==> config.mk <==
export PLATFORM = sky130hd
export DESIGN_NAME = tplru_ram
export DESIGN_NICKNAME = d
export VERILOG_FILES = /design/src/hdl/tplru_ram.sv
export SDC_FILE = /design/constraint.sdc
export NUM_CORES = 1
export LEC_CHECK = 0
export BUFFER_PORTS_ARGS = -buffer_cell sky130_fd_sc_hd__buf_4
export CAP_MARGIN = 5
export CORE_MARGIN = 2
export CORE_UTILIZATION = 45
export CTS_BUF_LIST = sky130_fd_sc_hd__clkbuf_4 sky130_fd_sc_hd__clkbuf_8
export DETAILED_ROUTE_END_ITERATION = 6
export PLACE_DENSITY_LB_ADDON = 0.12
export SLEW_MARGIN = 10
export SYNTH_ARGS = -nofsm -noshare
export SYNTH_HDL_FRONTEND = slang
export SYNTH_SLANG_ARGS = --single-unit
==> constraint.sdc <==
create_clock -name clk -period 2.05 [get_ports clk]
set_clock_uncertainty 0.2 [all_clocks]
set_input_delay 0.3075 -clock clk [delete_from_list [all_inputs] [get_ports clk]]
set_output_delay 0.3075 -clock clk [all_outputs]
set_load 0.02 [all_outputs]
==> src/hdl/tplru_ram.sv <==
// Generic single-port-write, single-port-read synchronous RAM with a
// registered read. No dependencies.
`timescale 1ns / 1ps
`default_nettype none

module tplru_ram #(
  parameter int WIDTH = 8,
  parameter int DEPTH = 16
) (
  input  wire logic                                      clk,
  input  wire logic                                      we,
  input  wire logic [(DEPTH > 1 ? $clog2(DEPTH) : 1)-1:0] waddr,
  input  wire logic [WIDTH-1:0]                          wdata,
  input  wire logic                                      re,
  input  wire logic [(DEPTH > 1 ? $clog2(DEPTH) : 1)-1:0] raddr,
  output logic      [WIDTH-1:0]                          rdata
);

  logic [WIDTH-1:0] mem [DEPTH];

  // Write port.
  always_ff @(posedge clk) begin
    if (we) begin
      mem[waddr] <= wdata;
    end
  end

  // Read port; the data holds until the next read.
  always_ff @(posedge clk) begin
    if (re) begin
      rdata <= mem[raddr];
    end
  end

endmodule

`default_nettype wire
==> results.md <==
* Post-Synthesis Net Count at 248
* Post-route antenna net violation count at 0
* Hold/Removal Path Class: primary input to register
* Sequential area share after synthesis at 0.781
* DP HPWL at ~6800 um
* H-tree levels at 4
* Initial Utilization at 0.460
* Synthesized flop and latch total at 136
* Std-Cell Core Area at about 11000 um2
* Total clock sinks at approximately 140
* Root Buffer: clkbuf_8
* CTS max path bufs at 2
* RSZ-0062 raised after global routing: no
* CP endpoint kind: register
* DRC Markers at 0
* Crit share post-route at 0.866
* Synth Area per Inst at roughly 23 um2
* WHS Endpoint: mem[4][1]$_DFFE_PP_
* Hold Crit Start: waddr[0]
* Clk slew on worst S/H paths at roughly 0.070 ns
* Flop2flop setup slack at around 0.28 ns
* Clock latency on the worst-skew pair at around 0.43 ns
* Pwr Total at approximately 6 mW
* IO buf count at 26
* Required @ worst endpoint at 2.03 ns
* First-pass GRT wire length at between 15000 and 20000 um
* Commonest non-fill, non-tap cell in the layout: edfxtp_1
* Max VDD drop at between 0.4 and 0.5 mV
* Commonest cells after routing, fill and taps aside: edfxtp_1, buf_4, mux4_2
* Final RePlAce weighted congestion at roughly 0.73
* Fmax achieved at 563 MHz
* Reg2reg start: mem[5][1]$_DFFE_PP_
* Arr. time, crit path at around 1.8 ns
* Hold Crit Depth at 3
* R2r endpoint: rdata[1]$_DFFE_PP_
* CTS Buf Count at 17
* Worst-Margin Slew at approximately 0.4 ns
* Post-CTS sizing at 0
* CTS tree: yes
* Pwr Density at 969 nW/um2
* Total GRT Usage at 0.175
* Synth unique cells at 18
* Via count at 2465
* Worst slack, placed at -0.0234 ns
* Setup ws final at roughly 0.28 ns
* Die Width at around 110 um
* Die height at between 100 and 150 um
* Fraction of layout cells with a size suffix above 1 at 0.321
* Drt wl/cell at between 20 and 25 um
* CP Cell Sequence: mux4_1 -> a22oi_1 -> nand2_1
* CP max stage delay at about 0.55 ns
* Crit path kind: register to register
* Antenna violations before repair at 0
* Cell leakage power at around 2.2 nW
* Final Hold Violating Endpoints at 0
* # rows at 39
* Mapped cell area at 5230 um2
* Total die area at between 10000 and 15000 um2
* Post-Syn Instances at roughly 230
* Crit Path Max Fanout at 1
* Final WL at approximately 10000 um
* Vias in the first global route at 2649
* Reg2Reg Depth at 3
* Run status: finished, final reports clean
* IO Pins at 27
* # Max-Cap Violations at 0
* DRT iter0 DRCs at between 150 and 200
* Critical Path Start Type: register
* Warnings from Yosys at 0
* Via-to-Cell Ratio at approximately 5.4
* CP max-delay cell: mux4_1
* Final nets at 318
* Final slew viol count at 0
* Grt total ovfl at 0
* Relative slew slack at 0.730
* Antenna cells at 0
* Minimum clock period at between 1.5 and 2 ns
* Finish-stage setup viols at 0
* Area growth from synthesis to layout at 21.3%
* DRT Pass-1 Iters at 4
* Pin count of the biggest net entering global routing at 17
==> final cells by class <==
| cell class | count | area, um2 |
|---|---|---|
| repair buffers | 61 | 531 |
| flip-flops and latches | 136 | 4080 |
| clock buffers | 17 | 234 |
| fillers | 879 | 5030 |
| clock inverters | 15 | 255 |
| multi-input cells | 83 | 1060 |
| well taps | 143 | 179 |
==> power by group <==
| group | internal [mW] | total, mW | switching, mW |
|---|---|---|---|
| sequential | 3.13 | 3.15 | 0.0172 |
| clock | 1.68 | 2.65 | 0.970 |
| combinational | 0.164 | 0.348 | 0.184 |
| total | 4.97 | 6.14 | 1.17 |
==> cells by family (layout without fill, tap and decap cells) <==
group	Yosys count	in the layout	share of synthesized area
AO/OA/AOI/OAI	16	16	0.0230
multiplexers	32	32	0.148
buffers and inverters	10	93	0.0165
flip-flops	136	136	0.781
AND/OR/NAND/NOR	35	35	0.0314
==> cells in the mapped netlist <==
library cell | n | area share
nand2b_1 | 2 | 0.0024
and2_1 | 1 | 0.0012
nand2_1 | 9 | 0.0065
nand3b_1 | 2 | 0.0029
edfxtp_1 | 136 | 0.78
mux4_2 | 18 | 0.078
nand3_1 | 1 | 0.00096
buf_2 | 3 | 0.0029
mux4_1 | 14 | 0.070
nor2_1 | 13 | 0.0093
and2b_1 | 1 | 0.0014
clkdlybuf4s25_2 | 3 | 0.0057
buf_6 | 3 | 0.0065
nor3_1 | 4 | 0.0038
buf_4 | 1 | 0.0014
or3b_2 | 1 | 0.0017
nor2b_1 | 1 | 0.0012
a22oi_1 | 16 | 0.023
==> state kept, by name, summed over array words and instances, names as in the netlist <==
signal  flops
rdata       8
mem       128
==> through the flow <==
| step | setup TNS, ns | instance area, um2 | utilization | cells | hold slack, ns |
|---|---|---|---|---|---|
| 2_1_floorplan | 0 | 5230 | - | 229 | 0.206 |
| 3_3_place_gp | -0.0185 | 5760 | 0.507 | 414 | 0.420 |
| 3_5_place_dp | -0.0426 | 5760 | 0.507 | 414 | 0.429 |
| 4_1_cts | 0 | 6340 | 0.558 | 455 | 0.150 |
| 5_1_grt | 0 | 6340 | 0.558 | 455 | 0.172 |
| 6_report | 0 | 6340 | 0.558 | 455 | 0.180 |
==> worst max path at each step <==
stage | slack, ns | cells past startpoint | start | endpoint
global placement | -0.01 | 5 | raddr[0] | rdata[1]$_DFFE_PP_
global route | 0.24 | 3 | mem[5][1]$_DFFE_PP_ | rdata[1]$_DFFE_PP_
floorplan | 0.05 | 2 | waddr[2] | mem[0][0]$_DFFE_PP_
detailed placement | -0.02 | 5 | raddr[0] | rdata[1]$_DFFE_PP_
finish | 0.28 | 3 | mem[5][1]$_DFFE_PP_ | rdata[1]$_DFFE_PP_
CTS | 0.32 | 3 | mem[5][1]$_DFFE_PP_ | rdata[1]$_DFFE_PP_
==> metal layers <==
layer,global-route usage,routed length [um],vias up
met5,0,0,-
met4,0.0642,97,0
met3,0.0468,443,6
met2,0.270,5030,68
met1,0.244,4460,1269
li1,-,-,1122
==> worst max-delay path, delay by kind of cell, from the launching register on <==
kind / cells / cell delay [ns]
multiplexers: 1 / 0.55
flip-flops: 1 / 0.37
AND/OR/NAND/NOR: 1 / 0.09
AO/OA/AOI/OAI: 1 / 0.32
==> what timing repair did <==
item                                    in CTS  in global routing
endpoints found under the setup margin       0                  0
setup buffers                                0                  0
endpoints found under the hold margin      136                  0
hold buffers                                 9                  0
No activity file was read; power rests on OpenSTA's default activity.
